<file path="src/hdl/lgs_pkg.sv">
// Shared constants and types for the life generation step block.
// No dependencies; every other file but lgs_ram uses this package.
package lgs_pkg;

  localparam int unsigned MAX_COLS_DEF = 1024;
  localparam int unsigned MAX_ROWS_DEF = 1024;
  localparam int unsigned MIN_DIM      = 5;
  localparam int unsigned DIM_RESET    = 64;
  localparam int unsigned CFG_DATA_W   = 11;
  localparam int unsigned OUT_POS_W    = 10;
  // line store word: [1] row above, [0] row two above
  localparam int unsigned LINE_W       = 2;

  typedef enum logic [0:0] {
    CFG_ROW_COUNT = 1'b0,
    CFG_COL_COUNT = 1'b1
  } cfg_reg_e;

  // one scanned cell, handed from the scan stage to the window stage
  typedef struct packed {
    logic                 alive;
    logic                 emit;
    logic                 last;
    logic [OUT_POS_W-1:0] out_row;
    logic [OUT_POS_W-1:0] out_col;
  } item_t;

endpackage

</file>
<file path="src/hdl/lgs_if.sv">
// Handshake channels of the life generation step block: cell stream,
// result stream and configuration writes. Depends on lgs_pkg.
interface lgs_cell_if;
  logic valid;
  logic ready;
  logic cell_alive;
  logic frame_start;

  modport source (output valid, output cell_alive, output frame_start, input ready);
  modport sink   (input valid, input cell_alive, input frame_start, output ready);
endinterface

interface lgs_result_if;
  logic                           valid;
  logic                           ready;
  logic                           next_alive;
  logic [lgs_pkg::OUT_POS_W-1:0]  out_row;
  logic [lgs_pkg::OUT_POS_W-1:0]  out_col;
  logic                           last_cell;

  modport source (output valid, output next_alive, output out_row, output out_col,
                  output last_cell, input ready);
  modport sink   (input valid, input next_alive, input out_row, input out_col,
                  input last_cell, output ready);
endinterface

interface lgs_cfg_if;
  logic                           valid;
  logic                           ready;
  logic [0:0]                     index;
  logic [lgs_pkg::CFG_DATA_W-1:0] data;

  modport source (output valid, output index, output data, input ready);
  modport sink   (input valid, input index, input data, output ready);
endinterface

</file>
<file path="src/hdl/lgs_ram.sv">
// Generic single-write, single-read RAM with registered read data.
// No dependencies.
module lgs_ram #(
  parameter int unsigned WIDTH = 2,
  parameter int unsigned DEPTH = 1024
) (
  input  logic                     clk_i,
  input  logic                     we_i,
  input  logic [$clog2(DEPTH)-1:0] waddr_i,
  input  logic [WIDTH-1:0]         wdata_i,
  input  logic                     re_i,
  input  logic [$clog2(DEPTH)-1:0] raddr_i,
  output logic [WIDTH-1:0]         rdata_o
);

  logic [WIDTH-1:0] mem_q [DEPTH];
  logic [WIDTH-1:0] rdata_q;

  always_ff @(posedge clk_i) begin
    if (we_i) begin
      mem_q[waddr_i] <= wdata_i;
    end
    if (re_i) begin
      rdata_q <= mem_q[raddr_i];
    end
  end

  assign rdata_o = rdata_q;

endmodule

</file>
<file path="src/hdl/lgs_scan.sv">
// Scan stage: grid size registers, raster position tracking, border masking
// and per-cell control decode. Depends on lgs_pkg.
module lgs_scan #(
  parameter int unsigned MAX_COLS = lgs_pkg::MAX_COLS_DEF,
  parameter int unsigned MAX_ROWS = lgs_pkg::MAX_ROWS_DEF
) (
  input  logic                              clk_i,
  input  logic                              rst_ni,
  input  logic                              cfg_we_i,
  input  logic [0:0]                        cfg_index_i,
  input  logic [lgs_pkg::CFG_DATA_W-1:0]    cfg_data_i,
  input  logic                              accept_i,
  input  logic                              cell_alive_i,
  input  logic                              frame_start_i,
  output lgs_pkg::item_t                    item_o,
  output logic [$clog2(MAX_COLS)-1:0]       col_o
);
  import lgs_pkg::*;

  localparam int unsigned CAW  = $clog2(MAX_COLS);
  localparam int unsigned RAW  = $clog2(MAX_ROWS);
  localparam int unsigned CCW  = CAW + 1;
  localparam int unsigned RCW  = RAW + 1;
  localparam int unsigned CCMP = (CCW > CFG_DATA_W) ? CCW : CFG_DATA_W;
  localparam int unsigned RCMP = (RCW > CFG_DATA_W) ? RCW : CFG_DATA_W;
  localparam int unsigned COLS_RST = (DIM_RESET > MAX_COLS) ? MAX_COLS : DIM_RESET;
  localparam int unsigned ROWS_RST = (DIM_RESET > MAX_ROWS) ? MAX_ROWS : DIM_RESET;

  logic [RCW-1:0] rows_q, rows_d;
  logic [CCW-1:0] cols_q, cols_d;
  logic [RAW-1:0] row_q, row_d;
  logic [CAW-1:0] col_q, col_d;
  logic [RCMP-1:0] row_cfg;
  logic [CCMP-1:0] col_cfg;
  logic [RAW-1:0] r;
  logic [CAW-1:0] c;
  logic           restart;
  logic           row_end;
  logic           col_end;

  // clamp incoming counts to [MIN_DIM, MAX]
  always_comb begin
    rows_d  = rows_q;
    cols_d  = cols_q;
    row_cfg = RCMP'(cfg_data_i);
    col_cfg = CCMP'(cfg_data_i);
    if (cfg_we_i) begin
      unique case (cfg_reg_e'(cfg_index_i))
        CFG_ROW_COUNT: begin
          if (row_cfg < RCMP'(MIN_DIM))       rows_d = RCW'(MIN_DIM);
          else if (row_cfg > RCMP'(MAX_ROWS)) rows_d = RCW'(MAX_ROWS);
          else                                rows_d = RCW'(row_cfg);
        end
        CFG_COL_COUNT: begin
          if (col_cfg < CCMP'(MIN_DIM))       cols_d = CCW'(MIN_DIM);
          else if (col_cfg > CCMP'(MAX_COLS)) cols_d = CCW'(MAX_COLS);
          else                                cols_d = CCW'(col_cfg);
        end
        default: begin
          rows_d = rows_q;
        end
      endcase
    end
  end

  always_comb begin
    restart = frame_start_i || ({1'b0, row_q} >= rows_q) || ({1'b0, col_q} >= cols_q);
    r = restart ? '0 : row_q;
    c = restart ? '0 : col_q;
    row_end = ({1'b0, r} == rows_q - RCW'(1));
    col_end = ({1'b0, c} == cols_q - CCW'(1));

    item_o.alive   = cell_alive_i && (r != '0) && (c != '0) && !row_end && !col_end;
    item_o.emit    = (r >= RAW'(2)) && (c >= CAW'(2));
    item_o.last    = row_end && col_end;
    item_o.out_row = OUT_POS_W'(r - RAW'(1));
    item_o.out_col = OUT_POS_W'(c - CAW'(1));
    col_o          = c;

    row_d = row_q;
    col_d = col_q;
    if (accept_i) begin
      if (col_end) begin
        col_d = '0;
        row_d = row_end ? '0 : r + RAW'(1);
      end else begin
        col_d = c + CAW'(1);
        row_d = r;
      end
    end
  end

  always_ff @(posedge clk_i or negedge rst_ni) begin
    if (!rst_ni) begin
      rows_q <= RCW'(ROWS_RST);
      cols_q <= CCW'(COLS_RST);
      row_q  <= '0;
      col_q  <= '0;
    end else begin
      rows_q <= rows_d;
      cols_q <= cols_d;
      row_q  <= row_d;
      col_q  <= col_d;
    end
  end

`ifndef SYNTHESIS
  a_frame_start_home: assert property (@(posedge clk_i) disable iff (!rst_ni)
    accept_i && frame_start_i |=> row_q == '0 && col_q == CAW'(1))
    else $error("frame start did not restart the raster position");
  a_pos_hold: assert property (@(posedge clk_i) disable iff (!rst_ni)
    !accept_i |=> $stable(row_q) && $stable(col_q))
    else $error("raster position moved without a transaction");
`endif

endmodule

</file>
<file path="src/hdl/lgs_window.sv">
// Window stage: line store bypass, 3x3 window shift, B3/S23 rule and the
// result register. Depends on lgs_pkg.
module lgs_window #(
  parameter int unsigned MAX_COLS = lgs_pkg::MAX_COLS_DEF
) (
  input  logic                              clk_i,
  input  logic                              rst_ni,
  input  logic                              accept_i,
  input  lgs_pkg::item_t                    item_i,
  input  logic [$clog2(MAX_COLS)-1:0]       col_i,
  output logic                              ready_o,
  input  logic [lgs_pkg::LINE_W-1:0]        line_rdata_i,
  output logic                              line_we_o,
  output logic [$clog2(MAX_COLS)-1:0]       line_waddr_o,
  output logic [lgs_pkg::LINE_W-1:0]        line_wdata_o,
  output logic                              res_valid_o,
  input  logic                              res_ready_i,
  output logic                              next_alive_o,
  output logic [lgs_pkg::OUT_POS_W-1:0]     out_row_o,
  output logic [lgs_pkg::OUT_POS_W-1:0]     out_col_o,
  output logic                              last_cell_o
);
  import lgs_pkg::*;

  localparam int unsigned CAW = $clog2(MAX_COLS);

  logic                  s1_valid_q, s1_valid_d;
  item_t                 item_q;
  logic [CAW-1:0]        col_q;
  logic                  fwd_q;
  logic [LINE_W-1:0]     fwd_data_q;
  logic [8:0]            win_q, win_d;
  logic                  advance;
  logic [LINE_W-1:0]     line_rd;
  logic [3:0]            count;
  logic                  alive;
  logic                  out_valid_q, out_valid_d;
  logic                  out_alive_q;
  logic [OUT_POS_W-1:0]  out_row_q, out_col_q;
  logic                  out_last_q;
  logic                  load;

  assign advance = s1_valid_q && (!item_q.emit || !out_valid_q || res_ready_i);
  assign ready_o = !s1_valid_q || advance;
  assign load    = advance && item_q.emit;

  // same-column write in the accept cycle is not yet visible in the RAM read
  assign line_rd = fwd_q ? fwd_data_q : line_rdata_i;

  assign line_we_o    = advance;
  assign line_waddr_o = col_q;
  assign line_wdata_o = {item_q.alive, line_rd[1]};

  // column bits: [0] two above, [1] above, [2] current
  always_comb begin
    win_d = {item_q.alive, line_rd[1], line_rd[0], win_q[8:3]};
    count = '0;
    for (int i = 0; i < 9; i++) begin
      if (i != 4) begin
        count = count + 4'(win_d[i]);
      end
    end
    alive = (count == 4'd3) || (win_d[4] && count == 4'd2);
  end

  always_comb begin
    s1_valid_d = s1_valid_q;
    if (accept_i)     s1_valid_d = 1'b1;
    else if (advance) s1_valid_d = 1'b0;

    out_valid_d = out_valid_q;
    if (load)             out_valid_d = 1'b1;
    else if (res_ready_i) out_valid_d = 1'b0;
  end

  always_ff @(posedge clk_i or negedge rst_ni) begin
    if (!rst_ni) begin
      s1_valid_q  <= 1'b0;
      out_valid_q <= 1'b0;
      win_q       <= '0;
    end else begin
      s1_valid_q  <= s1_valid_d;
      out_valid_q <= out_valid_d;
      if (advance) begin
        win_q <= win_d;
      end
    end
  end

  always_ff @(posedge clk_i) begin
    if (accept_i) begin
      item_q     <= item_i;
      col_q      <= col_i;
      fwd_q      <= advance && (col_q == col_i);
      fwd_data_q <= line_wdata_o;
    end
    if (load) begin
      out_alive_q <= alive;
      out_row_q   <= item_q.out_row;
      out_col_q   <= item_q.out_col;
      out_last_q  <= item_q.last;
    end
  end

  assign res_valid_o  = out_valid_q;
  assign next_alive_o = out_alive_q;
  assign out_row_o    = out_row_q;
  assign out_col_o    = out_col_q;
  assign last_cell_o  = out_last_q;

`ifndef SYNTHESIS
  a_emit_loads: assert property (@(posedge clk_i) disable iff (!rst_ni)
    load |=> out_valid_q)
    else $error("emitting cell did not reach the result register");
  a_interior_only: assert property (@(posedge clk_i) disable iff (!rst_ni)
    out_valid_q |-> out_row_q != '0 && out_col_q != '0)
    else $error("border cell presented as a result");
`endif

endmodule

</file>
<file path="src/hdl/life_generation_step.sv">
// Streaming Game of Life (B3/S23) generation step over a raster cell stream.
// Throughput: one cell per cycle unless result backpressure stalls the window stage,
// which drains into the result register. A cell that completes an interior neighborhood
// has its line store read at its transaction, then passes window, rule and result register.
// Reset: asynchronous, active low; grid size returns to 64x64, position and window clear.
// The line store is not cleared; entries are valid once the frame's rows have streamed.
module life_generation_step #(
  parameter int unsigned MAX_COLS = lgs_pkg::MAX_COLS_DEF,
  parameter int unsigned MAX_ROWS = lgs_pkg::MAX_ROWS_DEF
) (
  input  logic         clk_i,
  input  logic         rst_ni,
  lgs_cell_if.sink     cell_i,
  lgs_result_if.source result_o,
  lgs_cfg_if.sink      cfg_i
);
  import lgs_pkg::*;

  localparam int unsigned CAW = $clog2(MAX_COLS);

  logic              accept;
  logic              s1_ready;
  item_t             item;
  logic [CAW-1:0]    col;
  logic              line_we;
  logic [CAW-1:0]    line_waddr;
  logic [LINE_W-1:0] line_wdata;
  logic [LINE_W-1:0] line_rdata;

  // configuration is taken at any time; the user must write it only while idle, the block does not enforce this
  assign cfg_i.ready  = 1'b1;
  assign cell_i.ready = s1_ready;
  assign accept       = cell_i.valid && s1_ready;

  // scan stage: position, border mask, emit/last decode
  lgs_scan #(
    .MAX_COLS (MAX_COLS),
    .MAX_ROWS (MAX_ROWS)
  ) u_scan (
    .clk_i         (clk_i),
    .rst_ni        (rst_ni),
    .cfg_we_i      (cfg_i.valid),
    .cfg_index_i   (cfg_i.index),
    .cfg_data_i    (cfg_i.data),
    .accept_i      (accept),
    .cell_alive_i  (cell_i.cell_alive),
    .frame_start_i (cell_i.frame_start),
    .item_o        (item),
    .col_o         (col)
  );

  // both line buffers share one RAM word per column, read at the transaction,
  // written back when the cell leaves the window stage
  lgs_ram #(
    .WIDTH (LINE_W),
    .DEPTH (MAX_COLS)
  ) u_line_ram (
    .clk_i   (clk_i),
    .we_i    (line_we),
    .waddr_i (line_waddr),
    .wdata_i (line_wdata),
    .re_i    (accept),
    .raddr_i (col),
    .rdata_o (line_rdata)
  );

  // window stage and result register
  lgs_window #(
    .MAX_COLS (MAX_COLS)
  ) u_window (
    .clk_i        (clk_i),
    .rst_ni       (rst_ni),
    .accept_i     (accept),
    .item_i       (item),
    .col_i        (col),
    .ready_o      (s1_ready),
    .line_rdata_i (line_rdata),
    .line_we_o    (line_we),
    .line_waddr_o (line_waddr),
    .line_wdata_o (line_wdata),
    .res_valid_o  (result_o.valid),
    .res_ready_i  (result_o.ready),
    .next_alive_o (result_o.next_alive),
    .out_row_o    (result_o.out_row),
    .out_col_o    (result_o.out_col),
    .last_cell_o  (result_o.last_cell)
  );

endmodule

</file>
<file path="src/flat_wrapper.sv">
// flat-port wrapper written by rule: the top's interface ports become plain ports
module life_generation_step_flat import lgs_pkg::*;
#(
  parameter int unsigned MAX_COLS = lgs_pkg::MAX_COLS_DEF,
  parameter int unsigned MAX_ROWS = lgs_pkg::MAX_ROWS_DEF
)
  (clk_i, rst_ni, cell_i_valid, cell_i_cell_alive, cell_i_frame_start, cell_i_ready, result_o_valid, result_o_next_alive, result_o_out_row, result_o_out_col, result_o_last_cell, result_o_ready, cfg_i_valid, cfg_i_index, cfg_i_data, cfg_i_ready);
  lgs_cell_if cell_i_i ();
  lgs_result_if result_o_i ();
  lgs_cfg_if cfg_i_i ();
  input  logic clk_i;
  input  logic rst_ni;
  input wire logic [$bits(cell_i_i.valid)-1:0] cell_i_valid;
  input wire logic [$bits(cell_i_i.cell_alive)-1:0] cell_i_cell_alive;
  input wire logic [$bits(cell_i_i.frame_start)-1:0] cell_i_frame_start;
  output wire logic [$bits(cell_i_i.ready)-1:0] cell_i_ready;
  output wire logic [$bits(result_o_i.valid)-1:0] result_o_valid;
  output wire logic [$bits(result_o_i.next_alive)-1:0] result_o_next_alive;
  output wire logic [$bits(result_o_i.out_row)-1:0] result_o_out_row;
  output wire logic [$bits(result_o_i.out_col)-1:0] result_o_out_col;
  output wire logic [$bits(result_o_i.last_cell)-1:0] result_o_last_cell;
  input wire logic [$bits(result_o_i.ready)-1:0] result_o_ready;
  input wire logic [$bits(cfg_i_i.valid)-1:0] cfg_i_valid;
  input wire logic [$bits(cfg_i_i.index)-1:0] cfg_i_index;
  input wire logic [$bits(cfg_i_i.data)-1:0] cfg_i_data;
  output wire logic [$bits(cfg_i_i.ready)-1:0] cfg_i_ready;
  assign cell_i_i.valid = cell_i_valid;
  assign cell_i_i.cell_alive = cell_i_cell_alive;
  assign cell_i_i.frame_start = cell_i_frame_start;
  assign cell_i_ready = cell_i_i.ready;
  assign result_o_valid = result_o_i.valid;
  assign result_o_next_alive = result_o_i.next_alive;
  assign result_o_out_row = result_o_i.out_row;
  assign result_o_out_col = result_o_i.out_col;
  assign result_o_last_cell = result_o_i.last_cell;
  assign result_o_i.ready = result_o_ready;
  assign cfg_i_i.valid = cfg_i_valid;
  assign cfg_i_i.index = cfg_i_index;
  assign cfg_i_i.data = cfg_i_data;
  assign cfg_i_ready = cfg_i_i.ready;
  life_generation_step #(.MAX_COLS(MAX_COLS), .MAX_ROWS(MAX_ROWS)) u_core (.clk_i(clk_i), .rst_ni(rst_ni), .cell_i(cell_i_i), .result_o(result_o_i), .cfg_i(cfg_i_i));
endmodule
</file>
<file path="config.mk">
export PLATFORM = sky130hd
export DESIGN_NAME = life_generation_step_flat
export DESIGN_NICKNAME = d
export VERILOG_FILES = /design/src/hdl/lgs_pkg.sv /design/src/hdl/lgs_if.sv /design/src/hdl/lgs_ram.sv /design/src/hdl/lgs_scan.sv /design/src/hdl/lgs_window.sv /design/src/hdl/life_generation_step.sv /design/src/flat_wrapper.sv
export SDC_FILE = /design/constraint.sdc
export NUM_CORES = 2
export LEC_CHECK = 0
export ABC_AREA = 1
export BUFFER_PORTS_ARGS = -buffer_cell sky130_fd_sc_hd__buf_2
export CAP_MARGIN = 10
export CORE_MARGIN = 2
export CORE_UTILIZATION = 52
export CTS_BUF_LIST = sky130_fd_sc_hd__clkbuf_8
export DETAILED_ROUTE_END_ITERATION = 10
export PLACE_DENSITY_LB_ADDON = 0.2
export RECOVER_POWER = 25
export SYNTH_ARGS = -nofsm -noshare
export SYNTH_HDL_FRONTEND = slang
export SYNTH_SLANG_ARGS = --single-unit
</file>
<file path="constraint.sdc">
create_clock -name clk_i -period 31 [get_ports clk_i]
set_input_delay 6.2 -clock clk_i [delete_from_list [all_inputs] [get_ports clk_i]]
set_output_delay 6.2 -clock clk_i [all_outputs]
set_load 0.01 [all_outputs]
</file>
==> impl_results.rst <==
.. list-table::
   :header-rows: 1

   * - Metric
     - Value
   * - # clock sinks
     - 2158
   * - Critical register-to-register path endpoint
     - u_core.u_line_ram.mem_q[538][0]
   * - Worst IR Drop VDD
     - 0.0599 mV
   * - Final min period
     - 12960 ps
   * - Rel. slew slack
     - -2.93
   * - Via/cell ratio
     - 5.73
   * - TritonCTS clock tree
     - yes
   * - FFs w/ async S/R, synth
     - 0.0232
   * - Post-synthesis average cell area
     - 9.84 um2
   * - Full die area
     - 191000 um2
   * - Startpoint-to-endpoint class of the critical path
     - input pin to primary output
   * - Post-synthesis instance total
     - 9894
   * - Launch instance of the worst register-to-register path
     - u_core.u_line_ram.rdata_o[1]
   * - Fraction of layout instances using a drive strength above 1
     - 0.0730
   * - Hold slack final
     - 414 ps
   * - Cell depth of the worst hold path
     - 0
   * - F_max
     - 77.2 MHz
   * - Clock Path Buffers
     - 4
   * - DR vias
     - 72277
   * - Half-perimeter wire length of the detailed placement result
     - 160000 um
   * - Vias in the first global route
     - 68850
   * - Hold Vio Cnt, Final
     - 0
   * - Cts-stage hold buffer count
     - 0
   * - Number of buffer and inverter instances along the worst setup path
     - 3
   * - Global routing met1 resource utilization
     - 0.417
   * - Clock edge transition at the registers on the reported setup and hold paths
     - 60 ps
   * - Most utilized layer in the global route result
     - met2
   * - Average routed wire per standard cell
     - 24.0 um
   * - Violated checks
     - max-capacitance violations, max-slew violations
   * - Post-synthesis sequential area ratio
     - 0.663
   * - Worst-case reg-to-reg path depth
     - 5
   * - Arrival time of the worst setup path
     - 6760 ps
   * - Type of the worst min-delay path
     - flip-flop to flip-flop
   * - Clk Tree Root Cell
     - clkbuf_8
   * - Total routing usage reported by global routing
     - 0.313
   * - Post-CTS setup buffer count
     - 0
   * - Most used flip-flop cell after synthesis
     - edfxtp_1
   * - Remaining global-route overflow
     - 0
   * - Count of pins on the block boundary
     - 44
   * - Die height
     - 437 um
   * - First-pass GRT wire length
     - 441000 um
   * - # nets final
     - 9908
   * - Post-synth cell types
     - 45
   * - Number of max-cap violations
     - 13
   * - Worst Hold End
     - u_core.u_window.out_row_o[4]
   * - Total core area
     - 186000 um2
   * - Antenna viol nets, final
     - 0
   * - Slew Limit Fails
     - 1334
   * - Number of synthesized flops with an enable pin
     - 2108
   * - Die width
     - 437 um
   * - Synth area leader
     - edfxtp_1
   * - Clock latency on the worst-skew pair
     - 1110 ps
   * - Cell type group with the largest total delay on the critical path
     - buffers and inverters
   * - Most frequent CP cell
     - buf_2
   * - Number of DRC violations after detailed routing
     - 0
   * - Worst Hold Launch
     - u_core.u_window.item_q[14]
   * - Leak
     - 0.0412 uW
   * - Delay contributed by the slowest stage of the critical path
     - 190 ps
   * - Largest net degree at the start of global routing
     - 244
   * - Total clock buffers created by CTS
     - 365
   * - Largest clock skew in the final design
     - 95.8 ps
   * - First-pass detailed-route iteration total
     - 6
   * - Most common cell after layout, fill and taps aside
     - nand2_1
   * - Starting utilization of the core area
     - 0.524
   * - Data required time of the critical path
     - 24800 ps
   * - Initial antenna violation count
     - 12
   * - Crit-path slowest cell
     - buf_2
   * - Cell Chain, Critical Path
     - buf_2 > inv_1 > nand4_1 > buf_2
   * - Synth top area share
     - 0.650
   * - Portion of the clock cycle consumed by the worst path in the final layout
     - 0.418
   * - Worst Tran Pin Value
     - 5900 ps
   * - Yosys reg bits
     - 2158
   * - Port bufs
     - 42
   * - Dominant cells by area after synthesis
     - edfxtp_1, nand2_1, nor2_1, inv_1, nand3_1
   * - Routing usage on met2
     - 0.494
   * - Met3 layer usage reported by global route
     - 0.0684
   * - Commonest non-fill, non-tap cells in the layout
     - nand2_1, edfxtp_1, nor2_1, inv_1
   * - Count of warnings emitted by yosys
     - 0
   * - FP Rows
     - 158
   * - Net Count, Synth
     - 9950
   * - Synth Cell Area
     - 97400 um2
   * - Crit-path max FO
     - 3
   * - Result of the run
     - complete, but fails checks
   * - GP Congestion
     - 0.895
   * - Type of element launching the critical path
     - input pin
   * - Setup repair after global routing missed its margin
     - no
   * - DRT Wirelength
     - 302000 um
   * - Critical Path Sink Type
     - primary output
   * - Worst setup slack for register-to-register paths
     - 19630 ps
   * - Pwr dens
     - 64.5 nW/um2
   * - H-Tree Level Count
     - 5
   * - Area growth from synthesis to layout
     - 8.92%
   * - Setup-failing EPs final
     - 0
   * - Post-CTS sizing
     - 0
   * - Final setup TNS
     - 0 ps
   * - Drt first-iter violations
     - 10151
[cell families (layout without fill, tap and decap cells)]
group                    Yosys count  in the layout  synth area share
multiplexers                       1              1          0.000103
buffers and inverters           1777           2003            0.0718
AO/OA/AOI/OAI                    948            948            0.0536
other                              1              6         0.0000385
adder cells (fa/ha/maj)           37             37           0.00506
AND/OR/NAND/NOR                 4923           4923             0.202
flip-flops                      2158           2158             0.663
XOR/XNOR                          49             49           0.00441
[cell type report]
| cell class | instances | area, um2 |
|---|---|---|
| Antenna cell | 5 | 12.5 |
| Clock buffer | 375 | 5160 |
| Clock inverter | 260 | 1230 |
| Fill cell | 16081 | 79800 |
| Inverter | 1152 | 4330 |
| Multi-Input combinational cell | 5959 | 26100 |
| Sequential cell | 2158 | 64600 |
| Tap cell | 2480 | 3100 |
| Timing Repair Buffer | 216 | 1600 |
[through the flow]
step | std cells | power (uW) | cell area, um2 | util | setup WS, ps
6_report | 12605 | 6840 | 106000 | 0.571 | 18040
5_1_grt | 12601 | 7090 | 106000 | 0.571 | 17990
4_1_cts | 12599 | 6820 | 106000 | 0.571 | 18030
3_5_place_dp | 11964 | 4540 | 99700 | 0.536 | 18030
3_3_place_gp | 11964 | 4530 | 99700 | 0.536 | 18080
2_1_floorplan | 9894 | 4210 | 97400 | - | 14990
[power breakdown]
part	internal [uW]	switching (uW)	total (uW)
clock network	1170	1140	2310
logic	298	922	1220
registers	3290	14.9	3300
[how the worst max path moves through the flow]
stage                                   end  depth (start not counted)                             from  slack [ps]
3_5_place_dp                   cell_i_ready                          4                   result_o_ready       18030
4_1_cts                        cell_i_ready                          4                   result_o_ready       18030
6_report                       cell_i_ready                          4                   result_o_ready       18040
5_1_grt                        cell_i_ready                          4                   result_o_ready       17990
3_3_place_gp                   cell_i_ready                          4                   result_o_ready       18080
2_1_floorplan  u_core.u_window.next_alive_o                         10  u_core.u_window.line_wdata_o[1]       14990
[routing by layer]
layer,routed length [um],part of all wire
met1,114000,0.38
met2,137000,0.45
met3,36600,0.12
met4,14600,0.048
met5,33,0.00011
[registers in the layout, indices dropped and copies added (netlist names)]
| register | count |
|---|---|
| u_core.u_window.fwd_data_q | 2 |
| u_core.u_window.line_waddr_o | 10 |
| u_core.u_window.out_col_o | 10 |
| u_core.u_window.fwd_q | 1 |
| u_core.u_window.line_wdata_o | 1 |
| u_core.u_scan.rows_q | 11 |
| u_core.u_line_ram.mem_q | 2048 |
| u_core.u_window.item_q | 22 |
| u_core.u_scan.col_q | 10 |
| u_core.u_window.next_alive_o | 1 |
| u_core.u_scan.row_q | 10 |
| u_core.u_window.s1_valid_q | 1 |
| u_core.u_window.out_row_o | 10 |
| u_core.u_window.win_q | 6 |
| u_core.u_window.res_valid_o | 1 |
| u_core.u_line_ram.rdata_o | 2 |
| u_core.u_window.last_cell_o | 1 |
| u_core.u_scan.cols_q | 11 |
[Yosys cell counts (36+ instances only)]
cell,count
nand2_1,2213
edfxtp_1,2108
nor2_1,1929
inv_1,1139
nand3_1,619
o21ai_0,614
clkbuf_1,336
buf_2,225
o211ai_1,108
a21oi_1,98
buf_1,55
dfrtp_1,48
o21ai_1,48
xor2_1,45
or2_2,44
nor3_1,41
o22ai_1,36
[worst reg2reg max path: cells and delay by family, from the launching register on]
family	cells	cell delay, ps
AOI/OAI and AO/OA	1	960
buffers and inverters	4	9300
DFF	1	500
Power figures use the tool's default switching activity.
